## src/design/wmd_pkg.sv

```systemverilog
// ----------------------------------------------------------------------------
// wmd_pkg
// Shared types and codes for the window motion detect / blend block.
// ----------------------------------------------------------------------------
package wmd_pkg;

  // pixel commands
  localparam logic [1:0] CMD_DETECT = 2'd0;
  localparam logic [1:0] CMD_COPY   = 2'd1;
  localparam logic [1:0] CMD_BLEND  = 2'd2;

  // configuration register indexes
  localparam logic [2:0] CFG_FRAME_WIDTH    = 3'd0;
  localparam logic [2:0] CFG_WINDOW_LEFT    = 3'd1;
  localparam logic [2:0] CFG_WINDOW_TOP     = 3'd2;
  localparam logic [2:0] CFG_WINDOW_COLUMNS = 3'd3;
  localparam logic [2:0] CFG_WINDOW_ROWS    = 3'd4;
  localparam logic [2:0] CFG_DIFF_THRESHOLD = 3'd5;
  localparam logic [2:0] CFG_OPACITY        = 3'd6;

  localparam int CFG_IDX_W  = 3;
  localparam int CFG_DATA_W = 12;
  localparam int COL_W      = 12;
  localparam int ROW_W      = 11;
  localparam int CNT_W      = 13;
  localparam logic [CNT_W-1:0] CNT_MAX = '1;

  typedef struct packed {
    logic [1:0] command;
    logic [7:0] live_luma;
    logic [7:0] dest_luma;
    logic       last_pixel;
  } in_item_t;

  typedef struct packed {
    logic [7:0]       out_luma;
    logic             inside_window;
    logic [CNT_W-1:0] changed_count;
    logic             frame_done;
  } out_item_t;

  typedef struct packed {
    logic [COL_W-1:0] width_eff;   // row width after clamping
    logic [10:0]      window_left;
    logic [10:0]      window_top;
    logic [11:0]      window_columns;
    logic [11:0]      window_rows;
    logic [7:0]       diff_threshold;
    logic [7:0]       opacity;
  } cfg_t;

endpackage

```

## src/design/wmd_raster.sv

```systemverilog
// ----------------------------------------------------------------------------
// wmd_raster
// Column / row / store index tracking and window hit test.
// ----------------------------------------------------------------------------
module wmd_raster
  import wmd_pkg::*;
#(
  parameter int MAX_WINDOW_PIXELS = 4096
) (
  input  logic                                 clk,
  input  logic                                 rst_n,
  input  cfg_t                                 cfg,
  input  logic                                 advance,
  input  logic                                 last_pixel,
  output logic                                 in_window,
  output logic [$clog2(MAX_WINDOW_PIXELS)-1:0] addr
);

  localparam int IDX_W = $clog2(MAX_WINDOW_PIXELS + 1);

  logic [COL_W-1:0] col_r, col_nxt;
  logic [ROW_W-1:0] row_r, row_nxt;
  logic [IDX_W-1:0] idx_r, idx_nxt;
  logic [COL_W:0]   col_end;
  logic [ROW_W+1:0] row_end;

  always_comb begin
    col_end = {1'b0, cfg.window_left} + {1'b0, cfg.window_columns};
    row_end = {2'b0, cfg.window_top} + {1'b0, cfg.window_rows};
    in_window = (col_r >= {1'b0, cfg.window_left})
             && ({1'b0, col_r} < col_end)
             && (row_r >= cfg.window_top)
             && ({2'b0, row_r} < row_end)
             && (idx_r < IDX_W'(MAX_WINDOW_PIXELS));
    addr = idx_r[$clog2(MAX_WINDOW_PIXELS)-1:0];

    col_nxt = col_r;
    row_nxt = row_r;
    idx_nxt = idx_r;
    if (advance) begin
      if (in_window) begin
        idx_nxt = idx_r + IDX_W'(1);
      end
      if (last_pixel) begin
        col_nxt = '0;
        row_nxt = '0;
        idx_nxt = '0;
      end else if (({1'b0, col_r} + 13'd1) >= {1'b0, cfg.width_eff}) begin
        col_nxt = '0;
        row_nxt = row_r + ROW_W'(1);
      end else begin
        col_nxt = col_r + COL_W'(1);
      end
    end
  end

  always_ff @(posedge clk) begin
    if (!rst_n) begin
      col_r <= '0;
      row_r <= '0;
      idx_r <= '0;
    end else begin
      col_r <= col_nxt;
      row_r <= row_nxt;
      idx_r <= idx_nxt;
    end
  end

endmodule

```

## config.mk

```make
export PLATFORM = sky130hd
export DESIGN_NAME = wmd_raster
export DESIGN_NICKNAME = d
export VERILOG_FILES = /design/src/design/wmd_pkg.sv /design/src/design/wmd_raster.sv
export SDC_FILE = /design/constraint.sdc
export NUM_CORES = 1
export LEC_CHECK = 0
export BUFFER_PORTS_ARGS = -buffer_cell sky130_fd_sc_hd__buf_2
export CELL_PAD_IN_SITES_DETAIL_PLACEMENT = 1
export CELL_PAD_IN_SITES_GLOBAL_PLACEMENT = 1
export CORE_MARGIN = 2
export CORE_UTILIZATION = 40
export CTS_BUF_LIST = sky130_fd_sc_hd__clkbuf_4 sky130_fd_sc_hd__clkbuf_8
export DETAILED_ROUTE_END_ITERATION = 10
export GPL_ROUTABILITY_DRIVEN = 0
export HOLD_SLACK_MARGIN = 0.06
export PLACE_DENSITY = 0.82
export SKIP_LAST_GASP = 1
export SYNTH_ARGS = -nofsm -noshare
export SYNTH_HDL_FRONTEND = slang
export SYNTH_SLANG_ARGS = --single-unit
export TNS_END_PERCENT = 20
```

## constraint.sdc

```tcl
create_clock -name clk -period 3.9 [get_ports clk]
set_input_delay 0.195 -clock clk [delete_from_list [all_inputs] [get_ports clk]]
set_output_delay 0.195 -clock clk [all_outputs]
set_load 0.02 [all_outputs]
```

**Word level (Yosys, flattened, before mapping)**

Index checks and enable logic that the tools add are counted.

- Register bits: 36
- Output and inout port bits: 13
- Word-level logic and storage cells: 29

- Add/subtract/negate cells: 6
- Magnitude comparators: 6
- Muxes and demuxes: 6
- Reduce and logical (&&, ||, !) cells: 8

Operator list:

| operator | count |
|---|---|
| 11-bit by 12-bit adder with 13-bit output | 2 |
| 13-bit 2-to-1 mux | 2 |
| 12-bit 2-to-1 mux | 2 |
| 11-bit 2-to-1 mux | 2 |
| 12-bit by 1-bit adder with 13-bit output (second input constant) | 1 |
| 13-bit by 1-bit adder with 13-bit output (second input constant) | 1 |
| 13-bit by 12-bit >= comparator with 1-bit output | 1 |
| 11-bit by 13-bit < comparator with 1-bit output | 1 |
| 12-bit by 13-bit < comparator with 1-bit output | 1 |
| 13-bit < comparator (second input constant) | 1 |
| 12-bit by 1-bit adder with 12-bit output (second input constant) | 1 |
| 12-bit by 11-bit >= comparator with 1-bit output | 1 |
| 11-bit by 1-bit adder with 11-bit output (second input constant) | 1 |
| 11-bit >= comparator | 1 |
| 1-bit logical AND | 4 |
| 2-bit AND reduction | 2 |
| 2-bit nonzero test | 2 |

**Logic depth before layout (Yosys ltp)**

Gate-level depths: netlist of the first run.

- Depth in word-level cells: 8
- Gate-level depth with buffers: 20
- Depth with buffers taken out: 20

**Worst setup path after synthesis of the first run**

No wires, ideal clock.

- Path type: input -> register
- Start point: input cfg[16] (netlist bit)
- End point: register idx_r[11]
- Arrival: 3.409 ns
- Data required time: 3.838 ns
- Setup slack: 0.429 ns
- Stages: 16
- Buffers on the path: 0
- Cell sequence: ha_1 -> inv_1 -> fa_1 -> nor2b_1 -> o31ai_1 -> a21oi_1 -> a21oi_1 -> xor2_1 -> ha_1 -> and4_1 -> a2111o_1 -> a311o_1 -> o211ai_2 -> nand3_4 -> or4_1 -> nand3_1

- Cells in the longest elaborated chain, start to end: 6

RTL lines:

| item | RTL line | text |
|---|---|---|
| start, declared | wmd_raster.sv:12 | `input cfg_t cfg,` |
| 11-bit by 12-bit adder with 13-bit output | wmd_raster.sv:29 | `row_end = {2'b0, cfg.window_top} + {1'b0, cfg.window_rows};` |
| 11-bit by 13-bit < comparator with 1-bit output | wmd_raster.sv:33 | `&& ({2'b0, row_r} < row_end)` |
| 1-bit logical AND | wmd_raster.sv:33 |  |
| 1-bit logical AND | wmd_raster.sv:34 | `&& (idx_r < IDX_W'(MAX_WINDOW_PIXELS));` |
| 2-bit nonzero test (no source line) | - |  |
| 2-bit AND reduction (no source line) | - |  |
| end signal, assigned | wmd_raster.sv:65 | `idx_r <= idx_nxt;` |
| end, declared | wmd_raster.sv:23 | `logic [IDX_W-1:0] idx_r, idx_nxt;` |

Every way passes these cells.
A chain may end at the register's enable or synchronous reset.

**Final worst setup path of the first run**

- Start point: input cfg[40] (netlist bit)
- End point: register idx_r[11]

- Cells in the longest elaborated chain, start to end: 6
- Elaborated cells between the ends (all ways): 8
- Those cells by class: add/sub: 1; order compare: 2; reduce/logical: 5

RTL lines:

| item | RTL line |
|---|---|
| 11-bit by 12-bit adder with 13-bit output or 11-bit >= comparator (tied branches) | wmd_raster.sv:29, wmd_raster.sv:32 |
| 11-bit by 13-bit < comparator with 1-bit output or 1-bit logical AND (tied branches) | wmd_raster.sv:33, wmd_raster.sv:32 |
| 1-bit logical AND (*) | wmd_raster.sv:33 |
| 1-bit logical AND (*) | wmd_raster.sv:34 |
| 2-bit nonzero test (no source line) (*) | - |
| 2-bit AND reduction (no source line) (*) | - |

Mark *: on every way between the ends. The rest lies on a longest branch, timed or not.

==> results of run 1 <==
==> power by group through the flow <==
stage          Clock [mW]  Combinational (mW)  Sequential [mW]
6_report            0.293               0.332            0.372
5_1_grt             0.314               0.376            0.372
4_1_cts             0.299               0.330            0.372
3_5_place_dp            0               0.327            0.380
3_3_place_gp            0               0.302            0.380
2_1_floorplan           0               0.216            0.379
==> logic make-up (layout without fill, tap and decap cells) <==
| logic type | Yosys count | in the layout | synth area share (%) |
|---|---|---|---|
| adders and majority gates | 82 | 82 | 24.0 |
| DFF | 36 | 36 | 16.6 |
| AOI/OAI and AO/OA | 141 | 141 | 23.1 |
| buffers and inverters | 71 | 146 | 7.60 |
| xor gates and xnor gates | 35 | 35 | 7.08 |
| and+or+nand+nor | 160 | 160 | 21.5 |
==> layer usage <==
layer	vias up	routed length [µm]
met3	11	308
met5	-	0
met2	68	6370
met4	0	109
met1	2027	5210
li1	2068	-
==> area by class of cell <==
type / count / area [µm²]
Sequential cell: 36 / 721
Tap cell: 136 / 170
Clock buffer: 7 / 96.3
Inverter: 46 / 173
Multi-Input combinational cell: 418 / 3300
Fill cell: 1303 / 5440
Timing Repair Buffer: 93 / 513
==> sequential cells by signal (all words and copies together), names as in the netlist <==
signal and count:
col_r 12, row_r 11, idx_r 13
==> worst paths after layout <==
path,to,startpoint
setup / recovery,idx_r[11],cfg[40]
hold reg to reg,idx_r[9],idx_r[9]
setup reg to reg,col_r[7],col_r[0]
hold / removal,idx_r[1],last_pixel
==> cell usage after synthesis (all sizes together) (2+ instances only) <==
cell type | n | area, µm²
a211oi | 8 | 60.1
a21boi | 9 | 67.6
a21o | 13 | 97.6
a21oi | 23 | 115
a221oi | 2 | 17.5
a311o | 2 | 20.0
a31oi | 4 | 25.0
and2 | 2 | 12.5
and3 | 13 | 91.3
and4 | 3 | 26.3
buf | 16 | 123
clkbuf | 9 | 33.8
dfxtp | 36 | 721
fa | 2 | 40.0
ha | 80 | 1000
inv | 46 | 173
nand2 | 28 | 108
nand2b | 10 | 62.6
nand3 | 26 | 153
nand3b | 13 | 97.6
nand4 | 3 | 18.8
nand4b | 2 | 17.5
nor2 | 27 | 116
nor2b | 11 | 68.8
nor3 | 4 | 20.0
nor3b | 4 | 41.3
nor4 | 3 | 18.8
o2111ai | 4 | 35.0
o211ai | 12 | 95.1
o21a | 7 | 52.6
o21ai | 21 | 105
o21ba | 2 | 20.0
o21bai | 4 | 30.0
o221ai | 2 | 17.5
o311ai | 8 | 70.1
o31ai | 13 | 97.6
or2 | 4 | 25.0
or3 | 3 | 23.8
or4 | 3 | 22.5
xnor2 | 10 | 87.6
xor2 | 25 | 219
==> stage by stage <==
step	total power, mW	instance area (µm²)	worst slack, ns	instances
global route	1.06	4980	-0.00420	736
detailed placement	0.707	4830	-0.0951	726
CTS	1.00	4930	0.0621	733
finish	0.997	4980	0.163	736
floorplan	0.595	4330	0.429	525
global placement	0.682	4830	0.0656	726
==> critical path: stages <==
cell and delay (ns):
buf_2 0.09, ha_1 0.16, inv_1 0.06, fa_1 0.39, nor2b_2 0.15, o31ai_1 0.08
buf_4 0.15, a21oi_2 0.16, a21oi_1 0.10, xor2_1 0.18, ha_1 0.27, and4_1 0.20
a2111o_1 0.40, a311o_1 0.30, o211ai_2 0.11, nand3_4 0.16, buf_4 0.19, or4_1 0.52
nand3_1 0.11
==> timing repair <==
| item | 4_1_cts | 5_1_grt |
|---|---|---|
| resized for setup | 0 | 6 |
| setup endpoints to repair | 0 | 4 |
| setup buffers | 0 | 3 |
==> results.cfg, run 1 <==
[clock_network]
holdBufCountCts = 0
clock-sinks = 36
root_buffer = clkbuf_8
tritoncts = built
clk_pin_slew_ns = 0.07
cts_buffers = 5
clk_path_buf_depth = 2
cts_max_level = 2
clock_latency_ns = 0.29

[finish]
num_antenna_cells = 0
syn_to_final_growth_pct = 14.9
finalNetCount = 760
drive_above_1_share_pct = 20.5
utilization_pct = 47.8
layout_commonest_cell = ha_1
final_cell_mix = ha_1 (80), buf_2 (74), inv_1 (45)

[drt]
vias = 4174
viasPerCell = 5.67
first_iter_violations = 137
ant_nets = 0
wl_per_cell_um = 16.3
drt-total-wl_mm = 12.0
remaining_drc_errors = 0
first_pass_iters = 4

[global_route]
antenna_found_initial = 0
grt_max_degree = 33
grt_pass1_vias = 4407
busiest_layer = met2
overflow = 0
grtUsageTotal_pct = 20.9
grtUsageMet1_pct = 24.4
grt.met3_usage_pct = 2.23
use_met2_pct = 41.2
grt_pass1_wl_mm = 20.1

[logic_synthesis]
ys_types = 64
syn_avg_cell_area_um2 = 8.25
synth_warnings = 0
synth_flop_cell = dfxtp_1
synthArstFlopShare_pct = 0
ys_seq_area_share_pct = 16.6
ys_ff_latch = 36
netlist_area_um2 = 4330
synth_edf_count = 0
syn_inst = 525
syn_nets = 685

[worst_setup_path]
regToRegSetupSlack_ns = 0.44
cp-end-kind = flop
cp_max_fo = 7
arrival_ns = 3.96
rr_worst_depth = 13
critical_path.startpoint_type = primary input
cp.required_ns = 4.13
crit_type = in -> reg

[power]
power_frac_clock_pct = 29.4
power_density_nw_per_um2 = 200
cellLeakagePower_nw = 2.49
p_seq_share_pct = 37.3
switching_power_mw = 0.320
p_int_mw = 0.677
switching_share_pct = 32.1
comb_power_share_pct = 33.3
ir_drop_uv = 111

[timing]
worstMarginPinSlew_ns = 0.782
relSlewSlack_pct = 47.7
skew_ns = 0.00404
hold_viol = 0
period_minus_slack_ns = 3.74
finalSetupTns_ns = 0
max_freq_mhz = 268
setup_viol = 0
period_share_pct = 95.8
holdWs_ns = 0.329
maxSlewViolCount = 0

[run]
maxCapViolCount = 0

[floorplanning]
core.rowCount = 37
start_util_pct = 41.6
core_um2 = 10400
ios = 91
chipWidth_um = 108
die_h_um = 108
die_area_um2 = 11700

[placement]
dp_hpwl_mm = 9.55
portBuffers = 74

[worst_hold_path]
hold_class = in -> reg
hold_depth = 3

[run_status]
status = complete, no violations
Power figures use the tool's default switching activity.
==> run 2: changes to the inputs <==
--- a/config.mk
+++ b/config.mk
@@ -5,16 +5,16 @@
 export SDC_FILE = /design/constraint.sdc
 export NUM_CORES = 1
 export LEC_CHECK = 0
-export BUFFER_PORTS_ARGS = -buffer_cell sky130_fd_sc_hd__buf_2
 export CELL_PAD_IN_SITES_DETAIL_PLACEMENT = 1
 export CELL_PAD_IN_SITES_GLOBAL_PLACEMENT = 1
 export CORE_MARGIN = 2
 export CORE_UTILIZATION = 40
 export CTS_BUF_LIST = sky130_fd_sc_hd__clkbuf_4 sky130_fd_sc_hd__clkbuf_8
 export DETAILED_ROUTE_END_ITERATION = 10
+export DONT_BUFFER_PORTS = 1
 export GPL_ROUTABILITY_DRIVEN = 0
 export HOLD_SLACK_MARGIN = 0.06
-export PLACE_DENSITY = 0.82
+export PLACE_DENSITY = 0.73
 export SKIP_LAST_GASP = 1
 export SYNTH_ARGS = -nofsm -noshare
 export SYNTH_HDL_FRONTEND = slang
==> results.cfg, run 2 (synthesis gave the netlist of run 1 again) <==
[global_route]
grt_max_degree = 33
grt_pass1_vias = 3975
grtUsageTotal_pct = 19.7
overflow = 0
grt_pass1_wl_mm = 18.8
antenna_found_initial = 0

[clock_network]
cts_buffers = 5
root_buffer = clkbuf_8
clock_latency_ns = 0.29
clk_pin_slew_ns = 0.08
clk_path_buf_depth = 2
tritoncts = built
clock-sinks = 36
cts_max_level = 2

[finish]
drive_above_1_share_pct = 8.00
regMostFlops = idx_r
top_regs = idx_r (13), col_r (12), row_r (11)
final_cell_mix = ha_1 (80), inv_1 (45), dfxtp_1 (36)
finalNetCount = 684
fill_cells = 1275
layout_commonest_cell = ha_1
syn_to_final_growth_pct = 5.63
num_antenna_cells = 0
seqCellArea_um2 = 721
fin_area_um2 = 4570
multi_input_area_um2 = 3280
utilization_pct = 43.9
largest_register_ffs = 13

[run_status]
status = complete, no violations

[timing]
max_freq_mhz = 272
relSlewSlack_pct = 47.4
holdWs_ns = 0.0754
skew_ns = 0.00524
worstMarginPinSlew_ns = 0.787
setup_viol = 0
rsz0062_at_grt = yes
period_share_pct = 94.3
period_minus_slack_ns = 3.68
hold_viol = 0
finalSetupTns_ns = 0
maxSlewViolCount = 0

[power]
cellLeakagePower_nw = 2.16
ir_drop_uv = 145
power_density_nw_per_um2 = 206
power_mw = 0.945

[worst_setup_path]
critical_path.max_stage_delay_ns = 0.40
cp_slowest_cell = a2111o_1
arrival_ns = 3.48
timing.rr.start = col_r[1]
cp_top_family = compound AO/OA/AOI/OAI gates
crit_type = in -> out
cp_cell_sequence = ha_1, inv_1, fa_1, nor2b_1, o31ai_1, buf_4, a21oi_1, a21oi_1, xor2_1, ha_1, and4_1, a2111o_1, a311o_1, o211ai_2, nand3_4, inv_2, buf_4, buf_4
crit_buf_inv = 5
critical_path.startpoint_type = primary input
cp-startpoint = cfg[16]
cp.required_ns = 3.70
cpMostUsedCell = buf_4
cp-end-kind = primary output
cp_max_fo = 11

[drt]
vias = 3796
ant_nets = 0
viasPerCell = 5.74
first_pass_iters = 4
remaining_drc_errors = 0
first_iter_violations = 199
drt-total-wl_mm = 11.2
wl_per_cell_um = 16.9

[placement]
place_area_um2 = 4430
portBuffers = 0
dp_hpwl_mm = 8.99

[worst_hold_path]
hold_class = in -> reg
min_from = advance

[floorplanning]
core.rowCount = 37
ios = 91
start_util_pct = 41.6
chipWidth_um = 108
die_area_um2 = 11700
core_um2 = 10400
die_h_um = 108

[run]
maxCapViolCount = 0
run 2: cell types whose count changed in the layout (fill, tap and decap cells not counted), sizes merged:
cell | before | now
buf | 93 | 15
clkinvlp | 0 | 1
dlygate4sd3 | 0 | 2
run 2: layer usage:
layer	share of wire, %	wire, µm	track usage, %	vias up
li1	-	-	-	1921
met1	46	5140	24.8	1810
met2	51	5670	36.2	56
met3	2.8	317	2.05	9
met4	0.62	69	3.94	0
met5	0	0	0	-
run 2: metrics by stage:
step | setup WS (ns) | cells
floorplan | 0.429 | 525
global placement | 0.131 | 647
detailed placement | 0.00508 | 647
CTS | 0.169 | 657
global route | -0.0234 | 661
finish | 0.221 | 661
run 2: path summary, 6_finish.rpt:
path | to | slack [ns] | cells after the start
worst max-delay path | in_window | 0.22 | 18
worst min register to register | col_r[7] | 0.57 | 2
worst min-delay path | col_r[1] | 0.08 | 2
worst max register to register | row_r[1] | 0.36 | 13
run 2: power breakdown:
group / total [mW] / switching [mW] / internal, mW
Sequential: 0.372 / 0.00271 / 0.369
Combinational: 0.276 / 0.151 / 0.125
Clock: 0.296 / 0.145 / 0.151
Total: 0.945 / 0.299 / 0.645
run 2: timing repair:
| action | CTS | global route |
|---|---|---|
| resized for setup | 0 | 1 |
| hold endpoints to repair | 13 | 0 |
| setup endpoints to repair | 0 | 1 |
| setup buffers | 0 | 4 |
| hold buffers | 2 | 0 |
run 2: final cells by class:
class | count | area share, %
multi-input combinational | 418 | 71.7
sequential | 36 | 15.8
inverter | 46 | 3.77
tap | 136 | 3.72
timing repair buffer | 17 | 2.90
clock buffer | 7 | 1.97
clock inverter | 1 | 0.164
