`src/design/wmd_pkg.sv`:
```
// ----------------------------------------------------------------------------
// wmd_pkg
// Shared types and codes for the window motion detect / blend block.
// ----------------------------------------------------------------------------
package wmd_pkg;

  // pixel commands
  localparam logic [1:0] CMD_DETECT = 2'd0;
  localparam logic [1:0] CMD_COPY   = 2'd1;
  localparam logic [1:0] CMD_BLEND  = 2'd2;

  // configuration register indexes
  localparam logic [2:0] CFG_FRAME_WIDTH    = 3'd0;
  localparam logic [2:0] CFG_WINDOW_LEFT    = 3'd1;
  localparam logic [2:0] CFG_WINDOW_TOP     = 3'd2;
  localparam logic [2:0] CFG_WINDOW_COLUMNS = 3'd3;
  localparam logic [2:0] CFG_WINDOW_ROWS    = 3'd4;
  localparam logic [2:0] CFG_DIFF_THRESHOLD = 3'd5;
  localparam logic [2:0] CFG_OPACITY        = 3'd6;

  localparam int CFG_IDX_W  = 3;
  localparam int CFG_DATA_W = 12;
  localparam int COL_W      = 12;
  localparam int ROW_W      = 11;
  localparam int CNT_W      = 13;
  localparam logic [CNT_W-1:0] CNT_MAX = '1;

  typedef struct packed {
    logic [1:0] command;
    logic [7:0] live_luma;
    logic [7:0] dest_luma;
    logic       last_pixel;
  } in_item_t;

  typedef struct packed {
    logic [7:0]       out_luma;
    logic             inside_window;
    logic [CNT_W-1:0] changed_count;
    logic             frame_done;
  } out_item_t;

  typedef struct packed {
    logic [COL_W-1:0] width_eff;   // row width after clamping
    logic [10:0]      window_left;
    logic [10:0]      window_top;
    logic [11:0]      window_columns;
    logic [11:0]      window_rows;
    logic [7:0]       diff_threshold;
    logic [7:0]       opacity;
  } cfg_t;

endpackage

```
`src/design/wmd_cfg.sv`:
```
// ----------------------------------------------------------------------------
// wmd_cfg
// Configuration registers and derived row width.
// ----------------------------------------------------------------------------
module wmd_cfg
  import wmd_pkg::*;
#(
  parameter int MAX_FRAME_WIDTH = 2048
) (
  input  logic                  clk,
  input  logic                  rst_n,
  input  logic                  cfg_wr_en,
  input  logic [CFG_IDX_W-1:0]  cfg_index,
  input  logic [CFG_DATA_W-1:0] cfg_data,
  output cfg_t                  cfg
);

  logic [11:0] frame_width_r, frame_width_nxt;
  logic [10:0] left_r, left_nxt, top_r, top_nxt;
  logic [11:0] cols_r, cols_nxt, rows_r, rows_nxt;
  logic [7:0]  thr_r, thr_nxt, opa_r, opa_nxt;

  always_comb begin
    frame_width_nxt = frame_width_r;
    left_nxt        = left_r;
    top_nxt         = top_r;
    cols_nxt        = cols_r;
    rows_nxt        = rows_r;
    thr_nxt         = thr_r;
    opa_nxt         = opa_r;
    if (cfg_wr_en) begin
      unique case (cfg_index)
        CFG_FRAME_WIDTH:    frame_width_nxt = cfg_data;
        CFG_WINDOW_LEFT:    left_nxt        = cfg_data[10:0];
        CFG_WINDOW_TOP:     top_nxt         = cfg_data[10:0];
        CFG_WINDOW_COLUMNS: cols_nxt        = cfg_data;
        CFG_WINDOW_ROWS:    rows_nxt        = cfg_data;
        CFG_DIFF_THRESHOLD: thr_nxt         = cfg_data[7:0];
        CFG_OPACITY:        opa_nxt         = cfg_data[7:0];
        default: ;
      endcase
    end
  end

  always_ff @(posedge clk) begin
    if (!rst_n) begin
      frame_width_r <= 12'd720;
      left_r        <= '0;
      top_r         <= '0;
      cols_r        <= 12'd64;
      rows_r        <= 12'd64;
      thr_r         <= 8'd16;
      opa_r         <= 8'd128;
    end else begin
      frame_width_r <= frame_width_nxt;
      left_r        <= left_nxt;
      top_r         <= top_nxt;
      cols_r        <= cols_nxt;
      rows_r        <= rows_nxt;
      thr_r         <= thr_nxt;
      opa_r         <= opa_nxt;
    end
  end

  always_comb begin
    // zero acts as one, anything above the supported width is clamped
    if (frame_width_r == '0) begin
      cfg.width_eff = COL_W'(1);
    end else if (32'(frame_width_r) > MAX_FRAME_WIDTH) begin
      cfg.width_eff = COL_W'(MAX_FRAME_WIDTH);
    end else begin
      cfg.width_eff = frame_width_r;
    end
    cfg.window_left    = left_r;
    cfg.window_top     = top_r;
    cfg.window_columns = cols_r;
    cfg.window_rows    = rows_r;
    cfg.diff_threshold = thr_r;
    cfg.opacity        = opa_r;
  end

endmodule

```
`config.mk`:
```
export PLATFORM = sky130hd
export DESIGN_NAME = wmd_cfg
export DESIGN_NICKNAME = d
export VERILOG_FILES = /design/src/design/wmd_pkg.sv /design/src/design/wmd_cfg.sv
export SDC_FILE = /design/constraint.sdc
export NUM_CORES = 1
export LEC_CHECK = 0
export ABC_CLOCK_PERIOD_IN_PS = 1800
export BUFFER_PORTS_ARGS = -buffer_cell sky130_fd_sc_hd__buf_2
export CORE_MARGIN = 10
export CORE_UTILIZATION = 30
export DETAILED_ROUTE_END_ITERATION = 10
export GPL_ROUTABILITY_DRIVEN = 0
export PLACE_DENSITY = 0.55
export SETUP_SLACK_MARGIN = 0.3
export SLEW_MARGIN = 20
export SYNTH_ARGS = -nofsm -noshare
export SYNTH_HDL_FRONTEND = slang
export SYNTH_SLANG_ARGS = --single-unit
```
`constraint.sdc`:
```
create_clock -name clk -period 1.8 [get_ports clk]
set_input_delay 0.36 -clock clk [delete_from_list [all_inputs] [get_ports clk]]
set_output_delay 0.36 -clock clk [all_outputs]
set_load 0.1 [all_outputs]
```
* Yosys cells after proc, flatten, opt, wreduce, memory -nomap -nowiden
Index checks and enable logic that the tools add are counted.
** Storage, ports and cells
- Bits in registers :: 74
- Bits of input ports :: 18
- Output and inout port bits :: 74
- Logic and storage cells :: 25
** Operators by class
- $lt $le $gt $ge :: 1
- Equal/unequal tests :: 6
- Multiplexer cells :: 2
- Reduce and logical (&&, ||, !) cells :: 9
** Operators by type and width (number)
- $mux 12 :: 2
- $reduce_and 2->1 :: 7
- $gt 12x12->1 const B :: 1
- $logic_not 12->1 :: 1
- $eq 3x3->1 const B :: 3
- $eq 3x2->1 const B :: 2
- $eq 3x1->1 const B :: 1
- $logic_not 3->1 :: 1

* Longest topological paths before layout
Gate-level depths: netlist of the first run.
- Depth in word-level cells :: 3
- Gate-level depth with buffers :: 5
- Mapped depth without buffers :: 3

* Worst setup path after synthesis of the first run
Ideal clock, no wire load.
- Path type :: reg-to-output
- Start point :: reg frame_width_r[7]
- End point :: out cfg[62] (netlist bit)
- Data arrival time :: 1.919 ns
- Data required time :: 1.440 ns
- Slack :: -0.479 ns
- Stages on the path, launching flop included :: 4
- Buffers on the path :: 0
- Cell sequence :: dfxtp_1 -> nor4_1 -> a31oi_1 -> nor2_1
** RTL lines
- start, declared :: RTL line wmd_cfg.sv:18 : logic [11:0] frame_width_r, frame_width_nxt;
- start signal, assigned :: RTL line wmd_cfg.sv:55 : frame_width_r <= frame_width_nxt;
- end, declared :: RTL line wmd_cfg.sv:15 : output cfg_t cfg

==> run summary, run 1 <==
FMAX = 558.3 MHz
Beginning of the critical path = frame_width_r[7]$_SDFFE_PN1P_
Starting Density = 30.47%
Core area = 9684 um^2
Syn Area/Cell = 8.405 um^2
Commonest cells after routing, fill and taps aside = nand2_1 (148), dfxtp_1 (69), a21boi_1 (66), clkbuf_4 (38), buf_4 (26)
Status = finished clean
Crit path DAT = 1.43 ns
Netlist cell types = 17
Clk pin slew, worst setup/hold paths = 0.07 ns
Hold_sp = cfg_data[11]
DRC = 0
Mapped Nets = 369
CP Capture Type = output port
Crit path buffers/inverters = 1
Slowest cell delay on critical path = 0.35 ns
Worst Path Required = 1.44 ns
CTS Buffer Depth = 2
Setup-failing EPs final = 0
CP max FO = 3
Initial antenna violation count = 0
Num rows = 36
Die width = 119.2 um
CTS buffer count = 9
Drt first-iter violations = 83
CTS tree = built
Max-cap violations = 0
Share of cells above drive strength 1 = 30.61%
Post-route ant nets = 0
Worst-margin pin slew = 0.4896 ns
Setup TNS = 0 ns
Drt first pass iters = 4
Min Tclk post-route = 1.791 ns
Clock sinks = 74
Skew-Pair Late Insertion Delay = 0.34 ns
Syn Inst Count = 351
Ports = 92
Port Buf Inserts = 91
Endpoints failing hold = 0
Post-Route WL = 9499 um
Leakage = 1.683 nW
Placed Cells = 557
Reg2Reg Depth = 4
PD cells = 808.5 nW/um^2
Worst-path cell chain = nor4_4 > a31oi_2 > nor2_4 > buf_12
Slew Limit Fails = 0
Hold Crit Depth = 3
Worst vdd ir = 0.4095 mV
Overall global routing resource usage = 13.35%
Unrepaired setup endpoints after global routing = true
Crit Path Category = flop to output port
CTS root buffer = clkbuf_8
Commonest non-fill, non-tap cell in the layout = nand2_1
CTS Hold Bufs = 0
N_diodes = 0
Vias = 2607
H-Tree Depth = 3
First-pass GRT wire length = 14810 um
Number of global-route vias before repair = 2588
Post-DP HPWL = 6372 um
Top Family by Delay on Critical Path = simple AND/OR/NAND/NOR gates
YS warnings = 0
Critical Path Stages = 4
Area of the mapped netlist = 2950 um^2
Synth Register Bits = 74
Pin count of the biggest net entering global routing = 75
Sequential-to-total area share from yosys stat = 50.21%
Max Clock Skew = 0 ns
Hold_ws = 0.2868 ns
Final Cycle Share = 99.50%
# nets final = 455
Die H = 119.2 um
Critical path's slowest cell = dfxtp_2
Slew HR = 67.59%
Total grt overflow = 0
Vias/cell = 4.542
Hold Path Class = input port to flop
Post-DR wirelength/cell = 16.55 um
Layout Cells excl Fill = 574
CP Launch Type = flop
Die footprint = 14200 um^2
Area Growth Syn to Fin = 41.35%
RR Startpoint = frame_width_r[11]$_SDFFE_PN0P_
==> layout make-up <==
cell class / instances / area (um^2)
clock inverters: 4 / 20.02
fillers: 965 / 5514
flip-flops and latches: 74 / 1490
well taps: 133 / 166.4
repair buffers: 101 / 898.4
clock buffers: 11 / 131.4
multi-input cells: 251 / 1464
==> synthesized netlist by cell type (all sizes together) <==
cell type / n / area share [%]
or4b: 1 / 0.47
nand4bb: 3 / 1.1
nor2: 2 / 0.25
nor4: 2 / 0.42
nand4b: 3 / 0.89
and4b: 3 / 1.0
dfxtp: 74 / 50
and4bb: 3 / 1.3
buf: 13 / 2.5
nand3: 8 / 1.4
nand2: 148 / 19
nor4b: 1 / 0.81
clkbuf: 13 / 1.7
a21boi: 66 / 17
a31oi: 1 / 0.21
nor2b: 10 / 2.1
==> path summary, 6_finish.rpt <==
check	to	slack, ns
worst max register to register	frame_width_r[11]$_SDFFE_PN0P_	0.92
worst min-delay path	frame_width_r[11]$_SDFFE_PN0P_	0.29
worst min register to register	left_r[7]$_SDFFE_PN0P_	0.45
worst max-delay path	cfg[62]	0.009
==> per-layer routing <==
metal / GRT usage [%] / routed length, um / vias to the layer above
met5: 0 / 0 / -
met4: 5.496 / 118 / 0
met3: 4.204 / 574 / 11
met2: 21.89 / 4664 / 63
met1: 15.81 / 4142 / 1216
li1: - / - / 1317
==> where the power goes <==
group | switching, W | internal (W) | leakage, nW
Combinational | 0.000442 | 0.000159 | 0.999
Sequential | 0.0000254 | 0.00167 | 0.601
Clock | 0.000588 | 0.000484 | 0.0827
==> worst reg2reg max path, delay by kind of cell (launching register included) <==
family	cells	cell delay [ns]
buffers and inverters	2	0.25
AND/OR/NAND/NOR	1	0.04
AO/OA/AOI/OAI	1	0.13
flip-flops	1	0.39
==> state kept, by name (all words and copies together), names as in the netlist <==
| signal | flops |
|---|---|
| cols_r | 12 |
| frame_width_r | 12 |
| rows_r | 12 |
| left_r | 11 |
| top_r | 11 |
| opa_r | 8 |
| thr_r | 8 |
==> what timing repair did <==
| item | in CTS | in global routing |
|---|---|---|
| cloned | 1 | 0 |
| resized for setup | 67 | 42 |
| pin swaps | 1 | 1 |
| buffers inserted | 1 | 0 |
| endpoints found under the setup margin | 30 | 49 |
==> stage by stage <==
| step | setup WS, ns | area, um^2 | utilization, % | power [W] |
|---|---|---|---|---|
| 2_1_floorplan | 0.2418 | 3038 | - | 0.002154 |
| 3_3_place_gp | 0.3168 | 3646 | 37.65 | 0.002288 |
| 3_5_place_dp | 0.3115 | 3646 | 37.65 | 0.002292 |
| 4_1_cts | -0.008526 | 4045 | 41.77 | 0.003403 |
| 5_1_grt | -0.07419 | 4170 | 43.06 | 0.003521 |
| 6_report | 0.008969 | 4170 | 43.06 | 0.003372 |
==> cell families after synthesis <==
| logic type | count (synthesis) | share of synthesized area, % |
|---|---|---|
| AND/OR/NAND/NOR | 184 | 28.58 |
| flip-flops | 74 | 50.21 |
| AO/OA/AOI/OAI | 67 | 17.01 |
| buffers and inverters | 26 | 4.199 |
Note: power is estimated with default switching activity, not from simulation.
==> run 2, diff against run 1 <==
--- a/config.mk
+++ b/config.mk
@@ -8,12 +8,13 @@
 export ABC_CLOCK_PERIOD_IN_PS = 1800
 export BUFFER_PORTS_ARGS = -buffer_cell sky130_fd_sc_hd__buf_2
 export CORE_MARGIN = 10
-export CORE_UTILIZATION = 30
+export CORE_UTILIZATION = 54
 export DETAILED_ROUTE_END_ITERATION = 10
 export GPL_ROUTABILITY_DRIVEN = 0
-export PLACE_DENSITY = 0.55
+export PLACE_DENSITY = 0.87
 export SETUP_SLACK_MARGIN = 0.3
 export SLEW_MARGIN = 20
 export SYNTH_ARGS = -nofsm -noshare
 export SYNTH_HDL_FRONTEND = slang
 export SYNTH_SLANG_ARGS = --single-unit
+export TNS_END_PERCENT = 1
==> constraint.sdc (replaced) <==
create_clock -name clk -period 1.8 [get_ports clk]
set_input_delay 0.09 -clock clk [delete_from_list [all_inputs] [get_ports clk]]
set_output_delay 0.09 -clock clk [all_outputs]
set_load 0.1 [all_outputs]
==> run summary, run 2 (synthesis gave the netlist of run 1 again) <==
Total power = 0.003328 W (was 0.003372 W)
H-Tree Depth = 3 (unchanged)
Starting Density = 56.68% (was 30.47%)
Fill cells = 453 (was 965)
Min Tclk post-route = 1.556 ns (was 1.791 ns)
Drt first-iter violations = 155 (was 83)
CTS buffer count = 9 (unchanged)
Gate power share = 16.0% (was 17.8%)
Reg2reg setup slack = 0.91 ns (was 0.92 ns)
Core area = 5205 um^2 (was 9684 um^2)
CP Capture Type = output port (unchanged)
Skew-Pair Late Insertion Delay = 0.34 ns (about the same)
Die footprint = 8820 um^2 (was 14200 um^2)
Share of cells above drive strength 1 = 24.59% (was 30.61%)
Layout Utilization = 68.51% (was 43.06%)
Status = finished clean (unchanged)
Commonest cells after routing, fill and taps aside = nand2_1 (148), buf_2 (90), dfxtp_1 (74), a21boi_1 (66) (was nand2_1 (148), dfxtp_1 (69), a21boi_1 (66), clkbuf_4 (38), buf_4 (26))
Final Cycle Share = 86.42% (was 99.50%)
Max-cap violations = 0 (unchanged)
Setup-failing EPs final = 0 (unchanged)
Hold Crit Depth = 3 (unchanged)
Psw = 0.001024 W (was 0.001055 W)
Initial antenna violation count = 0 (unchanged)
Slew Limit Fails = 0 (unchanged)
PD cells = 933.2 nW/um^2 (was 808.5 nW/um^2)
Crit path DAT = 1.47 ns (was 1.43 ns)
Port Buf Inserts = 91 (unchanged)
Pint = 0.002304 W (was 0.002316 W)
Num rows = 26 (was 36)
Commonest non-fill, non-tap cell in the layout = nand2_1 (unchanged)
Post-route ant nets = 0 (unchanged)
CTS root buffer = clkbuf_8 (unchanged)
Reg2Reg Depth = 2 (was 4)
Worst Path Required = 1.71 ns (was 1.44 ns)
Biggest regs = cols_r x12, frame_width_r x12, rows_r x12 (unchanged)
Ports = 92 (unchanged)
Overall global routing resource usage = 19.20% (was 13.35%)
Number of global-route vias before repair = 2573 (was 2588)
Leakage = 1.545 nW (was 1.683 nW)
Post-Route WL = 8499 um (was 9499 um)
Area Growth Syn to Fin = 20.87% (was 41.35%)
First-pass GRT wire length = 13160 um (was 14810 um)
Endpoints failing hold = 0 (unchanged)
RR Startpoint = frame_width_r[11]$_SDFFE_PN0P_ (unchanged)
Slew HR = 59.85% (was 67.59%)
N_diodes = 0 (unchanged)
CTS tree = built (unchanged)
Worst vdd ir = 0.6777 mV (was 0.4095 mV)
Unrepaired setup endpoints after global routing = true (unchanged)
Sequential power share = 51.0% (was 50.4%)
Switching Fraction = 30.76% (was 31.30%)
Clock power share = 33.0% (was 31.8%)
Worst Setup EP = cfg[62] (unchanged)
R2R Path End = frame_width_r[11]$_SDFFE_PN0P_ (unchanged)
DRC = 0 (unchanged)
Post-DP HPWL = 5740 um (was 6372 um)
Clock sinks = 74 (unchanged)
Vias/cell = 5.341 (was 4.542)
Crit Path Category = flop to output port (unchanged)
# nets final = 446 (was 455)
Die width = 93.92 um (was 119.2 um)
Hold Path Class = input port to flop (unchanged)
Pin count of the biggest net entering global routing = 43 (was 75)
Vias = 2676 (was 2607)
CTS Hold Bufs = 0 (unchanged)
FMAX = 642.9 MHz (was 558.3 MHz)
Max Clock Skew = 0 ns (unchanged)
# resized after CTS = 5 (was 67)
CTS Buffer Depth = 2 (unchanged)
Clk pin slew, worst setup/hold paths = 0.07 ns (about the same)
CP Launch Type = flop (unchanged)
Total grt overflow = 0 (unchanged)
Beginning of the critical path = frame_width_r[7]$_SDFFE_PN1P_ (unchanged)
Postcts setup bufs = 0 (was 1)
Die H = 93.92 um (was 119.2 um)
CP max FO = 3 (unchanged)
Drt first pass iters = 4 (unchanged)
Worst-margin pin slew = 0.5997 ns (was 0.4896 ns)
Hold_sp = cfg_data[11] (unchanged)
Post-DR wirelength/cell = 16.96 um (was 16.55 um)
## run 2: cell types whose count changed in the layout (fill, tap and decap cells not counted), sizes merged
cell / change
buf: +29
clkinv: -4
clkbuf: -35
## run 2: worst min path at each step
stage                                endpoint  slack (ns)
6_report              cols_r[11]$_SDFFE_PN0P_        0.02
5_1_grt        frame_width_r[11]$_SDFFE_PN0P_        0.02
4_1_cts               cols_r[11]$_SDFFE_PN0P_        0.01
3_5_place_dp   frame_width_r[11]$_SDFFE_PN0P_        0.38
3_3_place_gp          cols_r[11]$_SDFFE_PN0P_        0.37
2_1_floorplan          cols_r[6]$_SDFFE_PN1P_        0.21
## run 2: critical path, cell delays in order (launching register included)
cell	delay, ns
dfxtp_1	0.33
nor4_2	0.29
a31oi_1	0.15
nor2_2	0.16
buf_12	0.19
## run 2: area by class of cell
cell class,instances,area [um^2],share of cell area [%]
clock buffer,14,152.6,4.281
multi-input combinational,251,1354,37.96
sequential,74,1481,41.54
tap,70,87.58,2.456
timing repair buffer,92,490.5,13.75
## run 2: per-layer routing
| layer | part of all wire [%] | track usage (%) | vias up |
|---|---|---|---|
| li1 | - | - | 1297 |
| met1 | 44 | 23.96 | 1267 |
| met2 | 44 | 28.51 | 99 |
| met3 | 9.5 | 7.354 | 13 |
| met4 | 2.1 | 8.861 | 0 |
| met5 | 0 | 0 | - |
## run 2: through the flow
step	std cells	hold WS, ns	setup WS, ns	TNS, ns	cell area [um^2]
2_1_floorplan	351	0.2140	-0.1552	-1.242	2953
5_1_grt	501	0.02299	0.1474	0	3566
3_3_place_gp	487	0.3737	0.4736	0	3392
3_5_place_dp	487	0.3798	0.4213	0	3392
6_report	501	0.02061	0.2444	0	3566
4_1_cts	501	0.01059	0.2570	0	3566
## run 2: power groups by stage
stage | logic [W] | registers, W | clock network (W)
6_report | 0.000532 | 0.00170 | 0.00110
5_1_grt | 0.000557 | 0.00170 | 0.00119
4_1_cts | 0.000532 | 0.00170 | 0.00111
3_5_place_dp | 0.000529 | 0.00173 | 0
3_3_place_gp | 0.000523 | 0.00173 | 0
2_1_floorplan | 0.000196 | 0.00195 | 0
==> run 3, diff against run 2 <==
--- a/config.mk
+++ b/config.mk
@@ -8,12 +8,12 @@
 export ABC_CLOCK_PERIOD_IN_PS = 1800
 export BUFFER_PORTS_ARGS = -buffer_cell sky130_fd_sc_hd__buf_2
 export CORE_MARGIN = 10
-export CORE_UTILIZATION = 54
+export CORE_UTILIZATION = 45
 export DETAILED_ROUTE_END_ITERATION = 10
 export GPL_ROUTABILITY_DRIVEN = 0
-export PLACE_DENSITY = 0.87
+export PLACE_DENSITY_LB_ADDON = 0.05
 export SETUP_SLACK_MARGIN = 0.3
-export SLEW_MARGIN = 20
+export SLEW_MARGIN = 5
 export SYNTH_ARGS = -nofsm -noshare
 export SYNTH_HDL_FRONTEND = slang
 export SYNTH_SLANG_ARGS = --single-unit
==> run summary, run 3 (synthesis gave the netlist of run 1 again) <==
Status = finished clean (unchanged)
First-pass GRT wire length = 13190 um (was 13160 um)
Layout Utilization = 58.56% (was 68.51%)
PD cells = 1058 nW/um^2 (was 933.2 nW/um^2)
Vias = 2588 (was 2676)
Post-DP HPWL = 5812 um (was 5740 um)
Gate power share = 13.5% (was 16.0%)
Psw = 0.001055 W (was 0.001024 W)
N_diodes = 0 (unchanged)
Drt first pass iters = 4 (unchanged)
Initial antenna violation count = 0 (unchanged)
# nets final = 448 (was 446)
Critical path's slowest cell = dfxtp_2 (was dfxtp_1)
Worst vdd ir = 0.5976 mV (was 0.6777 mV)
Worst-margin pin slew = 0.6549 ns (was 0.5997 ns)
Final instance area = 3719 um^2 (was 3566 um^2)
Setup TNS = 0 ns (unchanged)
Hold_sp = cfg_data[11] (unchanged)
Commonest non-fill, non-tap cell in the layout = nand2_1 (unchanged)
Biggest regs = cols_r x12, frame_width_r x12, rows_r x12 (unchanged)
Met2 Usage GRT = 26.04% (was 28.51%)
Leakage = 1.610 nW (was 1.545 nW)
H-Tree Depth = 3 (unchanged)
Drt first-iter violations = 107 (was 155)
CTS tree = built (unchanged)
Beginning of the critical path = frame_width_r[8]$_SDFFE_PN0P_ (was frame_width_r[7]$_SDFFE_PN1P_)
Port Buf Inserts = 91 (unchanged)
Sequential power share = 43.1% (was 51.0%)
Die width = 101.0 um (was 93.92 um)
Vias/cell = 5.055 (was 5.341)
RR Startpoint = frame_width_r[11]$_SDFFE_PN0P_ (unchanged)
Ports = 92 (unchanged)
Global-route track usage on met3 = 4.938% (was 7.354%)
Pint = 0.002878 W (was 0.002304 W)
Slew Limit Fails = 0 (unchanged)
Total power = 0.003933 W (was 0.003328 W)
CP Launch Type = flop (unchanged)
Commonest cells after routing, fill and taps aside = nand2_1 (148), buf_2 (88), dfxtp_1 (71), a21boi_1 (66) (was nand2_1 (148), buf_2 (90), dfxtp_1 (74), a21boi_1 (66))
Unrepaired setup endpoints after global routing = true (unchanged)
Skew-Pair Late Insertion Delay = 0.34 ns (about the same)
Clock sinks = 74 (unchanged)
Setup-failing EPs final = 0 (unchanged)
Placed cell areas = 3408 um^2 (was 3392 um^2)
Die H = 101.0 um (was 93.92 um)
Hold Path Class = input port to flop (unchanged)
Final Cycle Share = 84.48% (was 86.42%)
Share of cells above drive strength 1 = 26.90% (was 24.59%)
Endpoints failing hold = 0 (unchanged)
Pin count of the biggest net entering global routing = 36 (was 43)
Max Clock Skew = 0 ns (unchanged)
CP max FO = 3 (unchanged)
FMAX = 657.6 MHz (was 642.9 MHz)
Slew HR = 56.16% (was 59.85%)
Max-cap violations = 0 (unchanged)
Overall global routing resource usage = 16.33% (was 19.20%)
CTS Buffer Depth = 2 (unchanged)
Clk pin slew, worst setup/hold paths = 0.08 ns (was 0.07 ns)
Top Usage Layer GRT = met2 (unchanged)
CP Capture Type = output port (unchanged)
Core area = 6350 um^2 (was 5205 um^2)
Post-route ant nets = 0 (unchanged)
Crit path DAT = 1.43 ns (was 1.47 ns)
Worst Path Required = 1.71 ns (about the same)
Number of global-route vias before repair = 2508 (was 2573)
Worst-path cell chain = nor4_2 > a31oi_1 > nor2_2 > buf_12 (unchanged)
Switching Fraction = 26.81% (was 30.76%)
Starting Density = 46.46% (was 56.68%)
Min Tclk post-route = 1.521 ns (was 1.556 ns)
Slowest cell delay on critical path = 0.34 ns (was 0.33 ns)
Clock power share = 43.4% (was 33.0%)
Post-DR wirelength/cell = 16.41 um (was 16.96 um)
CTS buffer count = 9 (unchanged)
Area Growth Syn to Fin = 26.04% (was 20.87%)
Die footprint = 10190 um^2 (was 8820 um^2)
Post-Route WL = 8401 um (was 8499 um)
Num rows = 29 (was 26)
Met1 usage = 19.92% (was 23.96%)
CTS root buffer = clkbuf_8 (unchanged)
CTS Hold Bufs = 0 (unchanged)
DRC = 0 (unchanged)
Crit Path Category = flop to output port (unchanged)
Total grt overflow = 0 (unchanged)
[run 3: per-stage QoR]
step                worst slack, ns  cells  hold slack [ns]
finish                       0.2793    512          0.02341
global route                 0.2039    512          0.04882
CTS                          0.2778    511          0.02126
detailed placement           0.4196    495           0.3831
global placement             0.4677    495           0.3752
floorplan                   -0.1552    351           0.2140
[run 3: critical path: cells and delay by family (launching register included)]
family                 cells  cell delay (ns)
buffers and inverters      1             0.19
and+or+nand+nor            2             0.43
DFF                        1             0.34
AOI/OAI and AO/OA          1             0.12
[run 3: final cells by class]
type / instances / area, um^2
tap: 77 / 96.34
fill: 593 / 2631
clock buffer: 11 / 141.4
clock inverter: 5 / 125.1
timing repair buffer: 94 / 510.5
sequential: 74 / 1485
multi-input combinational: 251 / 1360
[run 3: power groups by stage]
stage          Sequential, W  Clock, W  Combinational [W]
2_1_floorplan        0.00195         0           0.000196
3_3_place_gp         0.00173         0           0.000530
3_5_place_dp         0.00173         0           0.000532
4_1_cts              0.00169   0.00172           0.000535
5_1_grt              0.00170   0.00179           0.000562
6_report             0.00170   0.00171           0.000532
[run 3: metal layers]
layer / routed length (um) / vias up
met5: 0 / -
met4: 125 / 0
met3: 517 / 15
met2: 4015 / 64
met1: 3743 / 1201
li1: - / 1308
[run 3: final timing paths]
path,endpoint,slack (ns),depth (start not counted)
hold / removal,rows_r[11]$_SDFFE_PN0P_,0.02,3
setup reg to reg,frame_width_r[11]$_SDFFE_PN0P_,0.88,2
setup / recovery,cfg[62],0.28,4
hold reg to reg,left_r[9]$_SDFFE_PN0P_,0.45,2
[run 3: repair_timing]
| action | in CTS | in global routing |
|---|---|---|
| endpoints found under the hold margin | 0 | 0 |
| pin swaps | 0 | 4 |
| setup buffers | 0 | 1 |
| gates resized for setup | 6 | 5 |
| setup endpoints to repair | 4 | 11 |
